==> config.mk <==
export PLATFORM = sky130hd
export DESIGN_NAME = tpim_delay
export DESIGN_NICKNAME = d
export VERILOG_FILES = /design/src/sv/tpim_delay.sv
export SDC_FILE = /design/constraint.sdc
export NUM_CORES = 1
export LEC_CHECK = 0
export BUFFER_PORTS_ARGS = -buffer_cell sky130_fd_sc_hd__buf_2
export CAP_MARGIN = 5
export CORE_UTILIZATION = 50
export CTS_BUF_LIST = sky130_fd_sc_hd__clkbuf_4
export DETAILED_ROUTE_END_ITERATION = 12
export PLACE_DENSITY = 0.76
export SYNTH_ARGS = -nofsm -noshare
export SYNTH_HDL_FRONTEND = slang
export SYNTH_SLANG_ARGS = --single-unit
==> constraint.sdc <==
create_clock -name i_clk -period 0.8 [get_ports i_clk]
set_clock_uncertainty 0.1 [all_clocks]
set_input_delay 0.16 -clock i_clk [delete_from_list [all_inputs] [get_ports i_clk]]
set_output_delay 0.16 -clock i_clk [all_outputs]
set_load 0.05 [all_outputs]
==> src/sv/tpim_delay.sv <==
// ----------------------------------------------------------------------------
// tpim_delay
// side-band shift line with a reset valid bit, stalls with the pipeline
// ----------------------------------------------------------------------------
`timescale 1ns / 1ps
`default_nettype none

module tpim_delay #(
    parameter int WIDTH = 8,
    parameter int DEPTH = 4
) (
    input  wire logic             i_clk,
    input  wire logic             i_rst_n,
    input  wire logic             i_en,
    input  wire logic             i_valid,
    input  wire logic [WIDTH-1:0] i_data,
    output logic                  o_valid,
    output logic      [WIDTH-1:0] o_data
);

    logic [DEPTH-1:0]            r_valid;
    logic [DEPTH-1:0][WIDTH-1:0] r_data;

    always_ff @(posedge i_clk) begin
        if (!i_rst_n) begin
            r_valid <= '0;
        end else if (i_en) begin
            r_valid[0] <= i_valid;
            for (int k = 1; k < DEPTH; k++) begin
                r_valid[k] <= r_valid[k-1];
            end
        end
    end

    always_ff @(posedge i_clk) begin
        if (i_en) begin
            r_data[0] <= i_data;
            for (int k = 1; k < DEPTH; k++) begin
                r_data[k] <= r_data[k-1];
            end
        end
    end

    assign o_valid = r_valid[DEPTH-1];
    assign o_data  = r_data[DEPTH-1];

endmodule

`default_nettype wire

Word-level counts from Yosys, hierarchy flattened

Cells that the tools add are included.

Flip-flop bits (word level): 36
Bits in latches: 0
Bits in writable memories: 0
Memory bits (read-only): 0
Bits of input ports: 12
Output and inout port bits: 9
Logic and storage cells: 5
Memories: 0

Add/subtract/negate cells: 0
$mul: 0
Divide/modulo/power cells: 0
Order comparisons: 0
Eq/ne operators: 0
Shift operators: 0
Muxes and demuxes: 0
Bitwise logic cells: 0
Reduce and logical (&&, ||, !) cells: 0

Logic depth before layout (Yosys ltp)

Depth in word-level cells: 0
Depth in mapped cells: 3
Depth with buffers taken out: 2

Worst setup path after synthesis

No wires, ideal clock.

Kind: register to register
From: register r_valid[3] (netlist name)
To: register r_valid[3]
Setup time: 66 ps
Arrival time: 838 ps
Data required time: 634 ps
Path slack: -203 ps
Stages on the path, launching flop included: 3
Path buffers: 0
Period minus slack after synthesis: 1003 ps
Path through: dfxtp_1 > mux2i_1 > nor2b_1

RTL lines:

| what                            | line | source |
|---|---|---|
| to (signal, indexed assignment) | 30   | `r_valid[k] <= r_valid[k-1];` |
| to (decl)                       | 21   | `logic [DEPTH-1:0] r_valid;` |

Worst setup path in the final report

From: register r_data, in the netlist o_data[4]
To: output o_data[4]

RTL lines:

| what                              | line | source |
|---|---|---|
| from (decl)                       | 22   | `logic [DEPTH-1:0][WIDTH-1:0] r_data;` |
| from (signal, indexed assignment) | 39   | `r_data[k] <= r_data[k-1];` |
| to (decl)                         | 18   | `output logic [WIDTH-1:0] o_data` |

No word-level cell between the ends.

==> run metrics <==
initial antenna violation count 0; minimum clock period 1.15 ns; CP max-delay cell edfxtp_1; YS warnings 0; Comb pwr share 7.8%; setup TNS -3.07 ns; postcts setup bufs 0; worst rel slew slack 88.2%; clock root cell clkbuf_4; r2r endpoint r_valid[1]; Port Buffer Count 20; Vias/cell 4.50; post-route clock period utilization 143%; die span in x 50.5 µm; clock network fraction of total power 25.9%; ANT nets after route 0; final hold violations 0; Critical Path End o_data[4]; switch share 21.5%; Die Ht 50.5 µm; sequential-to-total area share from yosys stat 88.4%; WP depth 1; design area 0.00148 mm²; TritonCTS clock tree built; Int Pwr 2610 µW; GRT busiest layer met2; Nets 94; Post-Syn Nets 65; status complete, but fails checks; Crit path arrival time 0.89 ns; Synth Instances 53; placed inst area 0.00128 mm²; LEAKAGE 0.000559 µW; Crit Path Class register to output pin; area of the core 0.00221 mm²; switching power 717 µW; fillers 164; CP delay by family, top flip-flops; GRT met2 Usage 22.7%; Placed Cells 95; CTS sink count 36; WP buf/inv 1; vias in the first global route 476; Setup WS post-layout -0.347 ns; Total Routed Length 1380 µm; critical path's largest stage delay 0.40 ns; failing checks setup timing; CP Launch Type register; share of cells above drive strength 1 37.3%; Fmax 872 MHz; CP cell instances buf_6; via count 500; H-tree depth 2; Starting Density 53.2%; Area growth syn-to-layout 25.5%; flop-to-flop setup slack 0.03 ns; maximum vdd drop 1.45 mV; crit path max fanout 1; Placement Rows 17; Netlist cell types 6; RR Startpoint r_valid[1]; GP Congestion 0.576; Clock Tree Buf Depth 2; grt ovf 0; full die area 0.00255 mm²; clk_lat worst skew 0.33 ns; Pwr Density 2250 mW/mm²; HP Start i_valid; Slew @ Worst Pin 0.173 ns; met3 usage 9.09%; Critical Path RT 0.54 ns; syn_area_per_cell 22.2 µm²; Max Cap Viol 0; CTS buffer count 5; pin count of the biggest net entering global routing 23; DRC 0; clock slew at reported path FFs 0.10 ns; RSZ-0062 raised after global routing true; first-pass GRT wire length 2020 µm; CP Capture Type output pin; CP startpoint o_data[4]; top cell type's share of synthesized area 81.6%; iteration-0 DRC count of the detailed router 12; wire per inst 12.5 µm; mapped cell area 0.00118 mm²; final-report max-slew violation count 0; Reg power frac 66.3%; Total GRT Usage 13.0%; I/O pins 21; Post-Layout Cell Count 111; Synth Register Bits 36; Worst Reg-to-Reg Cells 2; M1 GR Usage 9.94%; synth top area cells edfxtp_1, dfxtp_1, buf_4; diodes inserted 0; largest area contributor in the netlist edfxtp_1; first drt pass iteration count 2; worst min path class primary input to register; Final setup viols 17
## registers in the layout, indices dropped and copies added, names as in the netlist
register  cells
r_valid       4
o_data        8
r_data       24
## logic make-up (layout without fill, tap and decap cells)
kind of cell           after synthesis  in the layout  synth area share [%]
and+or+nand+nor                      4              4                  2.13
muxes                                4              4                  3.40
buffers and inverters                9             39                  6.06
DFF                                 36             36                  88.4
## layer usage
layer | up-vias | share of wire, %
li1 | 246 | -
met5 | - | 0
met4 | 0 | 1.0
met1 | 228 | 34
met2 | 24 | 58
met3 | 2 | 7.2
## worst min-delay path by stage
stage                       endpoint  slack, ns  cells past startpoint
after CTS                 r_valid[0]      -0.02                      3
after global routing      r_valid[0]       0.01                      3
after detailed placement   r_data[7]       0.24                      1
after global placement     r_data[6]       0.24                      1
after floorplan            r_data[0]       0.16                      0
final                     r_valid[0]       0.01                      3
## placed cells by master (no fill, tap or decap), drive strengths merged
master	synthesis	routed
buf	9	22
clkbuf	0	5
clkinv	0	3
dfxtp	4	4
dlygate4sd3	0	9
edfxtp	32	32
mux2i	4	4
nor2b	4	4
## per-stage QoR
stage / total power [µW] / setup slack (ns) / util [%] / hold WS [ns]
after floorplan: 2370 / 0.0166 / - / 0.159
after global placement: 2430 / -0.0741 / 57.9 / 0.236
after detailed placement: 2450 / -0.167 / 57.9 / 0.238
after CTS: 3370 / -0.390 / 67.0 / -0.0166
after global routing: 3470 / -0.398 / 66.8 / 0.0102
final: 3330 / -0.347 / 66.8 / 0.0110
## synthesized netlist by cell type
master,number
edfxtp_1,32
mux2i_1,4
buf_6,1
dfxtp_1,4
nor2b_1,4
buf_4,8
## power groups by stage
stage / Combinational, µW / Sequential, µW / Clock, µW
after floorplan: 136 / 2240 / 0
after detailed placement: 199 / 2250 / 0
after global routing: 270 / 2220 / 985
after CTS: 260 / 2210 / 904
after global placement: 192 / 2240 / 0
final: 258 / 2210 / 862
## final cells by class
class                      instances  area (µm²)  area share, %
timing repair buffer              31         280           19.0
clock buffer                       5        37.5           2.54
sequential                        36        1050           70.8
clock inverter                     3        13.8          0.931
multi-input combinational          8        65.1           4.40
tap                               28        35.0           2.37
## repair_timing
action                                  in CTS  in global routing
hold buffers                                 9                  0
endpoints found under the hold margin       12                  0
cloned                                       0                  0
resized for setup                           19                  1
endpoints found under the setup margin       9                 12
No activity file was read; power rests on OpenSTA's default activity.
