**src/sv/tpim_div.sv**
```systemverilog
// ----------------------------------------------------------------------------
// tpim_div
// restoring divider, one quotient bit per cell
// ----------------------------------------------------------------------------
`timescale 1ns / 1ps
`default_nettype none

module tpim_div #(
    parameter int N_W = 42,
    parameter int D_W = 23,
    parameter int Q_W = 21
) (
    input  wire logic           i_clk,
    input  wire logic           i_en,
    input  wire logic [N_W-1:0] i_num,
    input  wire logic [D_W-1:0] i_den,
    output logic      [Q_W-1:0] o_quo
);

    localparam int RW = ((N_W > D_W + Q_W) ? N_W : D_W + Q_W) + 1;

    logic [RW-1:0]  w_rem [0:Q_W];
    logic [D_W-1:0] w_den [0:Q_W];
    logic [Q_W-1:0] w_quo [0:Q_W];

    assign w_rem[0] = RW'(i_num);
    assign w_den[0] = i_den;
    assign w_quo[0] = '0;

    for (genvar g = 0; g < Q_W; g++) begin : g_cell
        logic [RW-1:0]  w_sub;
        logic [RW-1:0]  r_rem;
        logic [D_W-1:0] r_den;
        logic [Q_W-1:0] r_quo;

        assign w_sub = RW'(w_den[g]) << (Q_W - 1 - g);

        always_ff @(posedge i_clk) begin
            if (i_en) begin
                if (w_rem[g] >= w_sub) begin
                    r_rem <= w_rem[g] - w_sub;
                    r_quo <= {w_quo[g][Q_W-2:0], 1'b1};
                end else begin
                    r_rem <= w_rem[g];
                    r_quo <= {w_quo[g][Q_W-2:0], 1'b0};
                end
                r_den <= w_den[g];
            end
        end

        assign w_rem[g+1] = r_rem;
        assign w_den[g+1] = r_den;
        assign w_quo[g+1] = r_quo;
    end

    assign o_quo = w_quo[Q_W];

endmodule

`default_nettype wire

```
**config.mk**
```make
export PLATFORM = sky130hd
export DESIGN_NAME = tpim_div
export DESIGN_NICKNAME = d
export VERILOG_FILES = /design/src/sv/tpim_div.sv
export SDC_FILE = /design/constraint.sdc
export NUM_CORES = 2
export LEC_CHECK = 0
export BUFFER_PORTS_ARGS = -buffer_cell sky130_fd_sc_hd__buf_2
export CORE_MARGIN = 3
export CORE_UTILIZATION = 50
export DETAILED_ROUTE_END_ITERATION = 8
export PLACE_DENSITY = 0.65
export SETUP_SLACK_MARGIN = 0.02
export SLEW_MARGIN = 5
export SYNTH_ARGS = -nofsm -noshare
export SYNTH_HDL_FRONTEND = slang
export SYNTH_SLANG_ARGS = --single-unit
```
**constraint.sdc**
```tcl
create_clock -name i_clk -period 9.1 [get_ports i_clk]
set_clock_uncertainty 0.05 [all_clocks]
set_input_delay 1.82 -clock i_clk [delete_from_list [all_inputs] [get_ports i_clk]]
set_output_delay 1.82 -clock i_clk [all_outputs]
set_load 0.01 [all_outputs]
```
# Word level (Yosys, flattened, before mapping)
# Index checks and enable logic that the tools add are counted.
# classes
add_sub_neg,20
order_cmp,21
mux,41
# ops
operator,n
$mux W45,19
$ge A45 B23 Y1,1
$ge A45 B24 Y1,1
$ge A45 B25 Y1,1
$ge A45 B26 Y1,1
$ge A45 B27 Y1,1
$ge A45 B28 Y1,1
$ge A45 B29 Y1,1
$ge A45 B30 Y1,1
$ge A45 B31 Y1,1
$ge A45 B32 Y1,1
$ge A45 B33 Y1,1
$ge A45 B34 Y1,1
$ge A45 B35 Y1,1
$ge A45 B36 Y1,1
$ge A45 B37 Y1,1
$ge A45 B38 Y1,1
$ge A45 B39 Y1,1
$ge A45 B40 Y1,1
$ge A45 B41 Y1,1
$ge A45 B42 Y1,1
$sub A45 B24 Y45,1
$sub A45 B25 Y45,1
$sub A45 B26 Y45,1
other kinds (20),40
# totals
register_bits,1590
input_bits,67
out_inout_bits,21
wordCells,144

# Longest topological paths before layout
# depth
word_depth,2
mapped_depth,14

# Least setup slack after synthesis
# OpenSTA, ideal clock, no wires.
# synth_path
path_kind,input-to-reg
startpoint,in i_den[4]
endpoint,reg g_cell[0].r_rem[20] (data pin)
setup_ps,267
arrival_time_ps,4121
required_time_ps,8783
slack_ps,4663
cell_stages,13
path_buffers,3
path_cell_list,inv_1 > ha_1 > clkbuf_1 > nand3_1 > o21bai_1 > nand3_1 > a311oi_1 > o31a_1 > a21oi_1 > nor2_1 > clkbuf_1 > clkbuf_1 > o21ai_0
# synth_via
elab_chain_cells,2
# synth_rtl
element,line,rtl
from (decl),16,"input wire logic [D_W-1:0] i_den,"
$ge A42 B43 Y1,40,if (w_rem[g] >= w_sub) begin
$mux W42,40,
to (signal assigned),41,r_rem <= w_rem[g] - w_sub;
to (signal assigned),44,r_rem <= w_rem[g];
to (decl),32,logic [RW-1:0] r_rem;
# Every way passes these cells.
# A chain may end at the register's enable or synchronous reset.

# Worst setup path after layout
# layout_path
startpoint,reg g_cell[7].r_rem[38]
endpoint,reg g_cell[8].r_rem[42] (data pin)
# layout_via
elab_chain_cells,2
# layout_rtl
element,line
from (decl),32
from (signal assigned),41
from (signal assigned),44
$sub A45 B35 Y45 or $ge A45 B35 Y1 (tied branches),"41, 40"
$mux W45 (*),40
to (signal assigned),41
to (signal assigned),44
to (decl),32
# Every way passes the cells marked *; elsewhere a longest branch is shown, timed or not.

==> key figures <==
Outcome
  – Run status: finished, final reports clean

Final layout
  – Fin util: 55.7%
  – Area grow syn2layout: 10.5%
  – Nets: 7862
  – Share of layout cells above drive strength 1: 7.36%
  – Fillers: approximately 14000

Floorplanning
  – Starting Density: roughly half
  – Die area: between 150000 and 200000 um2
  – Core area: ~170000 um2
  – FP Rows: between 100 and 150
  – DIE HEIGHT: 414 um
  – Die width: ~410 um
  – IO Count: ~90

Synthesis
  – Post-synth EDFFs: roughly 1600
  – Area leader, netlist: edfxtp_1
  – Yosys top cell area share: 57.3%
  – Unique masters post-synth: 95
  – Sequential area share after synthesis: about 57%
  – #FFs+latches synth: roughly 1600
  – Synth area leaders: edfxtp_1 57%, ha_1 7.2%, xnor2_1 3.3%, a21oi_1 3.2%, inv_1 2.7%
  – Syn avg cell area: roughly 12 um2
  – Top_reg_cell synth: edfxtp_1
  – Synth Cell Area: roughly 83000 um2
  – YS warnings: 0
  – Most common cell in the netlist: edfxtp_1
  – Post-Syn Nets: 7731
  – Synth async-reset ratio: 0%
  – Synth top cells by count: 1590 x edfxtp_1, 607 x inv_1, 528 x a21oi_1
  – Synthesized instance count: approximately 7200

Routing
  – Drt total wl: 193000 um
  – Post-DRT Antenna Nets: 0
  – Initial drt markers: 4339
  – DRC viols: 0
  – WL/cell: roughly 20 um
  – Pre-antenna DRT Iters: 6
  – Via count: between 50000 and 60000
  – Vias per cell: between 5 and 6

Setup path
  – Critical path type: reg -> reg
  – Max FO, Critical Path: 34
  – Crit path max-delay cell type: clkinv_1
  – Worst r2r dst: g_cell[8].r_rem[42]
  – Crit-path cells: nor4_1 -> or3b_2 -> nor3_1 -> and3_1 -> o21a_1 -> o31a_1 -> clkinv_1 -> nand3_1 -> o41a_1 -> o211ai_1
  – Slowest stage delay, CP: about 1.0 ns
  – Reg2reg setup slack: roughly 4.2 ns
  – CP startpoint kind: flip-flop
  – Critical path required time: 9.58 ns
  – Critical Path AT: between 5 and 6 ns
  – Reg2reg start: g_cell[7].r_rem[38]
  – Worst-case reg-to-reg path depth: 10
  – Critical Path End Type: flip-flop

Flow run
  – MaxCap Viol Count: 0

Worst hold path
  – Hold_sp: g_cell[10].r_quo[8]
  – Hold Crit Class: reg -> reg
  – Hold EP: g_cell[11].r_quo[9]
  – Hold Path Stages: 0

Place
  – Routability cong.: 0.923
  – Hpwl dp: roughly 150000 um
  – Port Buffers: 87

STA
  – Worst slew pin tran: about 1.3 ns
  – Total negative slack: 0 ns
  – Final min period: ~4.9 ns
  – Fin. Hold Viols: 0
  – Max transition margin: ~15%
  – Period utilisation layout: 54.0%
  – RSZ-0062 raised after global routing: no
  – Slew Viols, Final: 0
  – Fmax: about 0.2 GHz
  – Hold WS: between 0.3 and 0.4 ns
  – Setup Viol. Count Final: 0

Power
  – Leak: 35.0 nW
  – Overall Power: 0.0279 W
  – PD cells: 303 nW/um2
  – Peak VDD IR: roughly 0.22 mV

Clock tree
  – Buffer count from post-CTS setup fixing: 0
  – Post_cts resized: 0
  – Clk_lat worst skew: ~0.81 ns
  – Clk buf depth: 3
  – H-tree depth: 4
  – Clock sinks: 1590
  – Reg clk slew, reported paths: 0.06 ns
  – Hold_buf cts: 0
  – Num CTS Buffers: roughly 170
  – CTS tree: done
  – Root buf cell: clkbuf_16

Global routing
  – Vias in the first global route: roughly 54000
  – Gr ovfl total: 0
  – Largest net degree at the start of global routing: between 150 and 200
  – Global-route wire length before repair: 302000 um
  – Gr usage total: between 20% and 30%
  – Initial antenna violation count: 2
[logic make-up (layout without fill, tap and decap cells)]
logic type / Yosys count / in the layout / share of synthesized area, %
AO/OA/AOI/OAI: 1682 / 1682 / 12.6
other: 0 / 2 / 0
adder cells (fa/ha/maj): 502 / 502 / 7.72
AND/OR/NAND/NOR: 1954 / 1954 / 11.7
multiplexers: 85 / 85 / 1.14
flip-flops: 1590 / 1590 / 57.3
XOR/XNOR: 568 / 568 / 5.97
buffers and inverters: 781 / 1050 / 3.57
[metal layers]
metal | part of all wire, % | GRT usage [%] | vias up | wire (um)
met2 | 50 | 39.7 | 1313 | 97500
met5 | 0 | 0 | - | 0
met1 | 41 | 27.0 | 26300 | 79500
met4 | 4.5 | 9.60 | 0 | 8620
met3 | 4.0 | 3.13 | 394 | 7830
li1 | - | - | 26800 | -
[worst max-delay path by stage]
stage / startpoint / cells past startpoint / endpoint / slack (ns)
finish: g_cell[7].r_rem[38] / 10 / g_cell[8].r_rem[42] / 4.19
floorplan: i_den[4] / 13 / g_cell[0].r_rem[20] / 4.66
global placement: i_num[20] / 14 / g_cell[0].r_rem[41] / 4.02
detailed placement: i_num[20] / 14 / g_cell[0].r_rem[41] / 3.97
CTS: g_cell[7].r_rem[38] / 10 / g_cell[8].r_rem[42] / 4.22
global route: g_cell[7].r_rem[38] / 10 / g_cell[8].r_rem[42] / 3.81
[metrics by stage]
step / instances / instance area (um2) / setup WS, ns
floorplan: 7162 / 83300 / 4.66
global placement: 9309 / 86300 / 4.02
detailed placement: 9309 / 86300 / 3.97
CTS: 9620 / 92100 / 4.22
global route: 9620 / 92100 / 3.81
finish: 9622 / 92100 / 4.19
[sequential cells by signal, indices dropped and copies added (netlist names)]
signal / flops
g_cell.r_rem: 899
o_quo: 21
g_cell.r_quo: 210
g_cell.r_den: 460
[worst max-delay path, delay by kind of cell (launching register included)]
family	cells	cell delay, ns
flops	1	0.48
simple gates	5	1.98
compound gates	4	1.08
buf+inv	1	1.04
[cells in the final DEF, fill, tap and decap left out, types with 35 or more instances in the layout]
master,instances
nor2b_1,82
a21oi_1,526
o211ai_1,39
nand2b_1,87
xnor2_1,310
or4_1,44
nand3_1,136
nand4_1,105
o21ai_0,433
o21a_1,83
clkinv_1,35
or3_1,54
nand2_1,491
a211oi_1,51
xor2_1,258
nor3_1,152
a31oi_1,46
edfxtp_1,1590
o31ai_1,52
ha_1,482
nor2_1,491
clkbuf_16,174
buf_2,86
inv_1,607
a21o_1,184
o21bai_1,49
nor4_1,102
mux2_2,81
[area by class of cell]
type	count	area [um2]	share of cell area [%]
sequential	1590	47700	51.9
clock inverter	114	1300	1.41
timing repair buffer	129	866	0.940
clock buffer	197	4440	4.82
multi-input combinational	4791	32700	35.5
tap	2189	2740	2.98
antenna	2	5.00	0.00544
inverter	610	2290	2.49
[power by group]
group | switching [W] | internal, W
logic | 0.00564 | 0.00400
clock network | 0.00290 | 0.00417
registers | 0.00105 | 0.0101
(Power assumes the default switching activity.)
