### config.mk
export PLATFORM = sky130hd
export DESIGN_NAME = tpim_sqrt
export DESIGN_NICKNAME = d
export VERILOG_FILES = /design/src/sv/tpim_sqrt.sv
export SDC_FILE = /design/constraint.sdc
export NUM_CORES = 1
export LEC_CHECK = 0
export BUFFER_PORTS_ARGS = -buffer_cell sky130_fd_sc_hd__buf_2
export CORE_MARGIN = 5
export CORE_UTILIZATION = 40
export DETAILED_ROUTE_END_ITERATION = 7
export PLACE_DENSITY_LB_ADDON = 0.05
export SLEW_MARGIN = 25
export SYNTH_ARGS = -nofsm -noshare
export SYNTH_HDL_FRONTEND = slang
export SYNTH_SLANG_ARGS = --single-unit
### constraint.sdc
create_clock -name i_clk -period 3.3 [get_ports i_clk]
set_input_delay 0.165 -clock i_clk [delete_from_list [all_inputs] [get_ports i_clk]]
set_output_delay 0.165 -clock i_clk [all_outputs]
set_load 0.01 [all_outputs]
### src/sv/tpim_sqrt.sv
// ----------------------------------------------------------------------------
// tpim_sqrt
// integer square root, one result bit per cell, floor result
// ----------------------------------------------------------------------------
`timescale 1ns / 1ps
`default_nettype none

module tpim_sqrt #(
    parameter int IN_W  = 32,
    parameter int OUT_W = (IN_W + 1) / 2
) (
    input  wire logic             i_clk,
    input  wire logic             i_en,
    input  wire logic [IN_W-1:0]  i_val,
    output logic      [OUT_W-1:0] o_root
);

    localparam int VW = 2 * OUT_W;
    localparam int RW = OUT_W + 3;

    logic [RW-1:0]    w_rem  [0:OUT_W];
    logic [OUT_W-1:0] w_root [0:OUT_W];
    logic [VW-1:0]    w_val  [0:OUT_W];

    assign w_rem[0]  = '0;
    assign w_root[0] = '0;
    assign w_val[0]  = VW'(i_val);

    for (genvar g = 0; g < OUT_W; g++) begin : g_cell
        logic [RW-1:0]    w_cur;
        logic [RW-1:0]    w_trial;
        logic [RW-1:0]    r_rem;
        logic [OUT_W-1:0] r_root;
        logic [VW-1:0]    r_val;

        assign w_cur   = {w_rem[g][RW-3:0], w_val[g][VW-1:VW-2]};
        assign w_trial = RW'({w_root[g], 2'b01});

        always_ff @(posedge i_clk) begin
            if (i_en) begin
                if (w_cur >= w_trial) begin
                    r_rem  <= w_cur - w_trial;
                    r_root <= {w_root[g][OUT_W-2:0], 1'b1};
                end else begin
                    r_rem  <= w_cur;
                    r_root <= {w_root[g][OUT_W-2:0], 1'b0};
                end
                r_val <= w_val[g] << 2;
            end
        end

        assign w_rem[g+1]  = r_rem;
        assign w_root[g+1] = r_root;
        assign w_val[g+1]  = r_val;
    end

    assign o_root = w_root[OUT_W];

endmodule

`default_nettype wire

* Yosys cells after proc, flatten, opt, wreduce, memory -nomap -nowiden
Cells that the tools add are included.
** Storage, ports and cells
- Flip-flop bits (word level) :: 617
- Latch bits :: 0
- Bits in writable memories :: 0
- Bits in read-only memories :: 0
- Output and inout port bits :: 16
- Word-level logic and storage cells :: 109
- Memories :: 0
** Cells by class
- $add $sub $neg :: 15
- $mul :: 0
- Divide/modulo/power cells :: 0
- Order comparisons :: 16
- Equality and inequality tests :: 0
- Shift-type cells :: 0
- Mux-type cells :: 31
- Bitwise gates (word level) :: 0
- Reductions and logical operators :: 0
** Operators with widths (number)
- $mux W17 :: 14
- $ge A19 B10 Y1 :: 1
- $ge A19 B11 Y1 :: 1
- $ge A19 B12 Y1 :: 1
- $ge A19 B13 Y1 :: 1
- $ge A19 B14 Y1 :: 1
- $ge A19 B15 Y1 :: 1
- $ge A19 B16 Y1 :: 1
- $ge A19 B17 Y1 :: 1
- $ge A19 B3 Y1 :: 1
- $ge A19 B4 Y1 :: 1
- $ge A19 B5 Y1 :: 1
- $ge A19 B6 Y1 :: 1
- $ge A19 B7 Y1 :: 1
- $ge A19 B8 Y1 :: 1
- $ge A19 B9 Y1 :: 1
- $sub A17 B10 Y17 :: 1
- $sub A17 B11 Y17 :: 1
- $sub A17 B12 Y17 :: 1
- $sub A17 B13 Y17 :: 1
- $sub A17 B14 Y17 :: 1
- $sub A17 B15 Y17 :: 1
- $sub A17 B16 Y17 :: 1
- $sub A17 B3 Y17 :: 1
- 10 further kinds :: 25

* Depth between registers and ports, before layout
- Depth after elaboration :: 2
- Depth in mapped cells :: 12
- Mapped depth without buffers :: 9

* Worst setup path before layout
Ideal clock, no wire load.
- Kind :: flip-flop to flip-flop
- From :: register g_cell[12].r_rem[10]
- To :: register g_cell[13].r_rem[13], data pin
- Library setup time :: 260 ps
- Arrival :: 2364 ps
- Required time :: 3040 ps
- Setup slack :: 676 ps
- Stages on the path, launching flop included :: 11
- Buffers on the path :: 3
- Cell sequence :: edfxtp_1 ha_1 clkbuf_1 and3_1 clkbuf_1 nand4_1 o211ai_1 nor2_1 inv_2 buf_6 mux2_2
** On the way
- Cells in the longest elaborated chain, start to end :: 2
- Elaborated cells on any way between the ends :: 3
- Classes of those cells :: add/sub: 1; order compare: 1; mux: 1
** Ends and longest elaborated chain
- start: declaration :: RTL line 32 : logic [RW-1:0] r_rem;
- start signal: assignment :: RTL line 42 : r_rem <= w_cur - w_trial;
- start signal: assignment :: RTL line 45 : r_rem <= w_cur;
- $sub A17 B15 Y17 / $ge A19 B15 Y1 (equally long branches) :: RTL line 42, 41
- $mux W17 (*) :: RTL line 41 : if (w_cur >= w_trial) begin
- end signal: assignment :: RTL line 42
- end signal: assignment :: RTL line 45
- end: declaration :: RTL line 32
Every way passes the cells marked *; elsewhere a longest branch is shown, timed or not.
A chain may end at the register's enable or synchronous reset.

* Worst setup path in the final report
- From :: register g_cell[8].r_rem[0]
- To :: register g_cell[9].r_rem[5], data pin
** On the way
- Cells in the longest elaborated chain, start to end :: 2
- Elaborated cells on any way between the ends :: 3
- Classes of those cells :: add/sub: 1; order compare: 1; mux: 1
** Ends and longest elaborated chain (RTL line)
- start: declaration :: 32
- start signal: assignment :: 42
- start signal: assignment :: 45
- $sub A17 B11 Y17 / $ge A19 B11 Y1 (equally long branches) :: 42, 41
- $mux W17 (*) :: 41
- end signal: assignment :: 42
- end signal: assignment :: 45
- end: declaration :: 32
Marks and branches as above.

==> run summary <==
FLOORPLAN
-----------------------------------------------------------------------------------------------------
Number of top-level pins ...............................................................           50
Area inside the core boundary ..........................................................   0.0714 mm²
Starting density of the core ...........................................................        0.403
Die Footprint ..........................................................................   0.0773 mm²
Vertical die dimension .................................................................       278 µm
Total number of placement rows .........................................................           98
Chip width .............................................................................       278 µm

GRT
-----------------------------------------------------------------------------------------------------
Pin count of the biggest net entering global routing ...................................          104
Overall global routing resource usage ..................................................        0.140
Vias in the first global route .........................................................        16644
Number of antenna violations at the first check in global routing ......................            1
Global-route wire length before repair .................................................     88900 µm
Overflow left after global routing .....................................................            0

ROUTE
-----------------------------------------------------------------------------------------------------
Pre-Repair DR Iteration Count ..........................................................            5
Vias per cell ..........................................................................         5.10
Via count ..............................................................................        16804
Number of nets still failing antenna checks after routing ..............................            0
Met2 wire length .......................................................................     25700 µm
Routed wire length per instance ........................................................      16.7 µm
1st-iter DRT viols .....................................................................         1060
Top sig layer ..........................................................................         met4
Total wire length ......................................................................     54800 µm
Routed wire length on met3 .............................................................      2130 µm
Post-route DRC .........................................................................            0
Met1 wire length .......................................................................     25700 µm

SETUP PATH
-----------------------------------------------------------------------------------------------------
Endpoint of the worst register-to-register path ........................................ g_cell[9].r_rem[5]
Startpoint types .......................................................................         flop
Crit path capture type .................................................................         flop
Crit Path Category .....................................................................   reg -> reg
Stages on the worst setup path .........................................................            7
Data arrival at the endpoint of the critical path ......................................      3.28 ns
Number of buffer and inverter stages on the critical path ..............................            0
Worst stage delay on the critical path .................................................      0.64 ns
Reg2Reg Setup Slack ....................................................................      0.34 ns
Required time at the endpoint of the critical path .....................................      3.62 ns
Worst-path cell with the longest stage delay ...........................................        or3_1
Number of cell instances on the worst register-to-register path ........................            7
Gate family responsible for the most delay along the worst path ........................ simple AND/OR/NAND/NOR gates
Reg2reg start .......................................................................... g_cell[8].r_rem[0]
Cells along the critical path .......................................................... ha_1 > o21a_1 > nor4_2 > o21ai_1 > a41o_1 > or3_1 > mux2_1
Worst-path fanout max ..................................................................           12

SYNTHESIS
-----------------------------------------------------------------------------------------------------
Portion of netlist area occupied by mux cells ..........................................       0.0274
Synthesized net count ..................................................................         2333
Dominant combinational cell family by area after synthesis ............................. simple AND/OR/NAND/NOR gates
Most frequently used flop master after synthesis .......................................     edfxtp_1
Share of the yosys chip area belonging to registers ....................................        0.641
Cell area after technology mapping .....................................................   0.0287 mm²
Post-synthesis share of cell area spent on xor and xnor gates ..........................       0.0491
Post-synthesis share of cell area spent on full adders, half adders and majority gates .       0.0662
Async set or reset register ratio after synthesis ......................................            0
Synthesized area divided by synthesized cell count .....................................     13.4 µm²
Share of the synthesized area in compound gates (AO/OA/AOI/OAI) ........................       0.0893
Number of synthesized flops with an enable pin .........................................          613
Simple-gate share of the synthesized area ..............................................       0.0959
Syn Inst Count .........................................................................         2147
Number of different library cells in the post-synthesis netlist ........................           84
Number of warnings issued by yosys .....................................................            0
Flip-flop and latch count after synthesis ..............................................          613

TIMING
-----------------------------------------------------------------------------------------------------
Minimum period implied by the final worst setup slack ..................................      2.96 ns
Unrepaired setup endpoints after global routing ........................................           no
Max Transition Viols Final .............................................................            0
Top achievable clock speed .............................................................    0.338 GHz
Min Hold Slack .........................................................................    0.0220 ns
Smallest setup slack after layout ......................................................     0.341 ns
Final count of hold timing violations ..................................................            0
Worst relative slew slack ..............................................................        0.436
Maximum clock skew at final layout .....................................................    0.0240 ns
Total of endpoints with negative setup slack in the final report .......................            0
Share of the clock period used by the worst path after layout ..........................        0.897
TNS Setup ..............................................................................         0 ns
Slew at the pin closest to its max-slew limit ..........................................     0.843 ns

CLOCKING
-----------------------------------------------------------------------------------------------------
Clock insertion delay at the later pin of the skew report ..............................      0.60 ns
Clock H-tree levels ....................................................................            3
Clock tree from TritonCTS ..............................................................          yes
Clock transition at the registers of the reported paths ................................      0.06 ns
Master cell of the clock root buffer ...................................................    clkbuf_16
Number of buffers between clock root and the deepest sink ..............................            3
Setup Buffers After CTS ................................................................            0
Gates resized, CTS repair ..............................................................            0
Total clock buffers created by CTS .....................................................           72
CTS sink cnt ...........................................................................          613

CELLS AND AREA
-----------------------------------------------------------------------------------------------------
Area used by multi-input combinational logic ...........................................  0.00943 mm²
Sequential cell area ...................................................................   0.0184 mm²
Final net count ........................................................................         2474
Fillers ................................................................................         6418
Most frequent standard cell in the layout excluding fill and tap cells .................     edfxtp_1
Diodes inserted ........................................................................            0
Area Overhead vs Synth .................................................................        14.5%
Share of layout cells above drive strength 1 ...........................................        0.105
Commonest non-fill, non-tap cells in the layout ........................................ 613 x edfxtp_1, 182 x inv_1, 152 x ha_1
Cell area after layout .................................................................   0.0329 mm²

OUTCOME
-----------------------------------------------------------------------------------------------------
Run status .............................................................................    completed

WORST HOLD PATH
-----------------------------------------------------------------------------------------------------
Hold EP ................................................................................ g_cell[0].r_val[3]
Cell depth of the worst hold path ......................................................            1
HP Class ...............................................................................    in -> reg
Hold Crit Start ........................................................................         i_en

POWER AND IR DROP
-----------------------------------------------------------------------------------------------------
Peak VDD IR ............................................................................   0.000525 V
Total power per unit cell area .........................................................   636 mW/mm²
Leakage Power ..........................................................................      12.6 nW
Final Power ............................................................................      20.9 mW

PLACEMENT
-----------------------------------------------------------------------------------------------------
Total cell area at the placement stage .................................................   0.0303 mm²
IO buf count ...........................................................................           49
Sum of net half-perimeters after detailed placement ....................................     38800 µm
Weighted congestion at the end of routability-driven global placement ..................        0.823
Worst setup slack before clock tree synthesis ..........................................     0.326 ns

JOB
-----------------------------------------------------------------------------------------------------
Max capacitance violation total ........................................................            0

[how the worst max path moves through the flow]
stage	start	end	slack [ns]
2_1_floorplan	g_cell[12].r_rem[10]	g_cell[13].r_rem[13]	0.68
3_3_place_gp	g_cell[10].r_root[10]	g_cell[11].r_rem[3]	0.34
3_5_place_dp	g_cell[8].r_rem[0]	g_cell[9].r_rem[7]	0.33
4_1_cts	g_cell[8].r_rem[0]	g_cell[9].r_rem[5]	0.32
5_1_grt	g_cell[8].r_rem[0]	g_cell[9].r_rem[5]	0.11
6_report	g_cell[8].r_rem[0]	g_cell[9].r_rem[5]	0.34
[registers in the layout, summed over array words and instances, names as in the netlist]
register       cells
g_cell.r_val     240
g_cell.r_rem     237
g_cell.r_root    120
o_root            16
[synthesized netlist by cell type (12+ instances only)]
| cell type | count | share of area |
|---|---|---|
| nand3_1 | 30 | 0.0052 |
| o21ai_0 | 72 | 0.013 |
| a21o_1 | 43 | 0.011 |
| o21a_1 | 31 | 0.0081 |
| nand2b_1 | 24 | 0.0052 |
| xor2_1 | 57 | 0.017 |
| nor3_1 | 50 | 0.0087 |
| mux2i_1 | 18 | 0.0063 |
| a21oi_1 | 118 | 0.021 |
| or3_1 | 21 | 0.0046 |
| nor2_1 | 138 | 0.018 |
| mux2_2 | 44 | 0.017 |
| xnor2_1 | 104 | 0.032 |
| buf_2 | 14 | 0.0024 |
| nor2b_1 | 22 | 0.0048 |
| o211ai_1 | 12 | 0.0031 |
| and3_1 | 15 | 0.0033 |
| a31oi_1 | 17 | 0.0037 |
| inv_1 | 182 | 0.024 |
| edfxtp_1 | 613 | 0.64 |
| clkbuf_1 | 22 | 0.0029 |
| nor4_1 | 30 | 0.0065 |
| ha_1 | 152 | 0.066 |
| nand4_1 | 28 | 0.0061 |
| nand2_1 | 96 | 0.013 |
[layout make-up]
type / count / share of cell area
sequential: 613 / 0.559
tap: 950 / 0.0361
clock inverter: 43 / 0.0133
inverter: 186 / 0.0212
timing repair buffer: 108 / 0.0271
clock buffer: 86 / 0.0563
multi-input combinational: 1307 / 0.287
[routing by layer]
metal,global-route usage,vias to the layer above
li1,-,8321
met1,0.194,8108
met2,0.227,279
met3,0.0263,96
met4,0.0389,0
met5,0,-
[cell families after synthesis]
family	after synthesis
XOR/XNOR	161
buffers and inverters	227
adder cells (fa/ha/maj)	152
multiplexers	72
other	1
AO/OA/AOI/OAI	395
AND/OR/NAND/NOR	526
flip-flops	613
[power by group]
group          total (mW)  internal (mW)  switching, mW  leakage [nW]
clock network        7.69           4.59           3.11          1.11
registers            10.1           9.61          0.487          5.87
logic                3.15           1.42           1.73          5.61
[through the flow]
stage                util  cells
floorplan               -   2147
global placement    0.424   3131
detailed placement  0.424   3131
CTS                 0.461   3293
global route        0.461   3293
finish              0.461   3293
[what timing repair did]
item / 4_1_cts / 5_1_grt
hold endpoints to repair: 33 / 0
hold buffers: 33 / 0
setup endpoints to repair: 0 / 0
No activity file was read; power rests on OpenSTA's default activity.
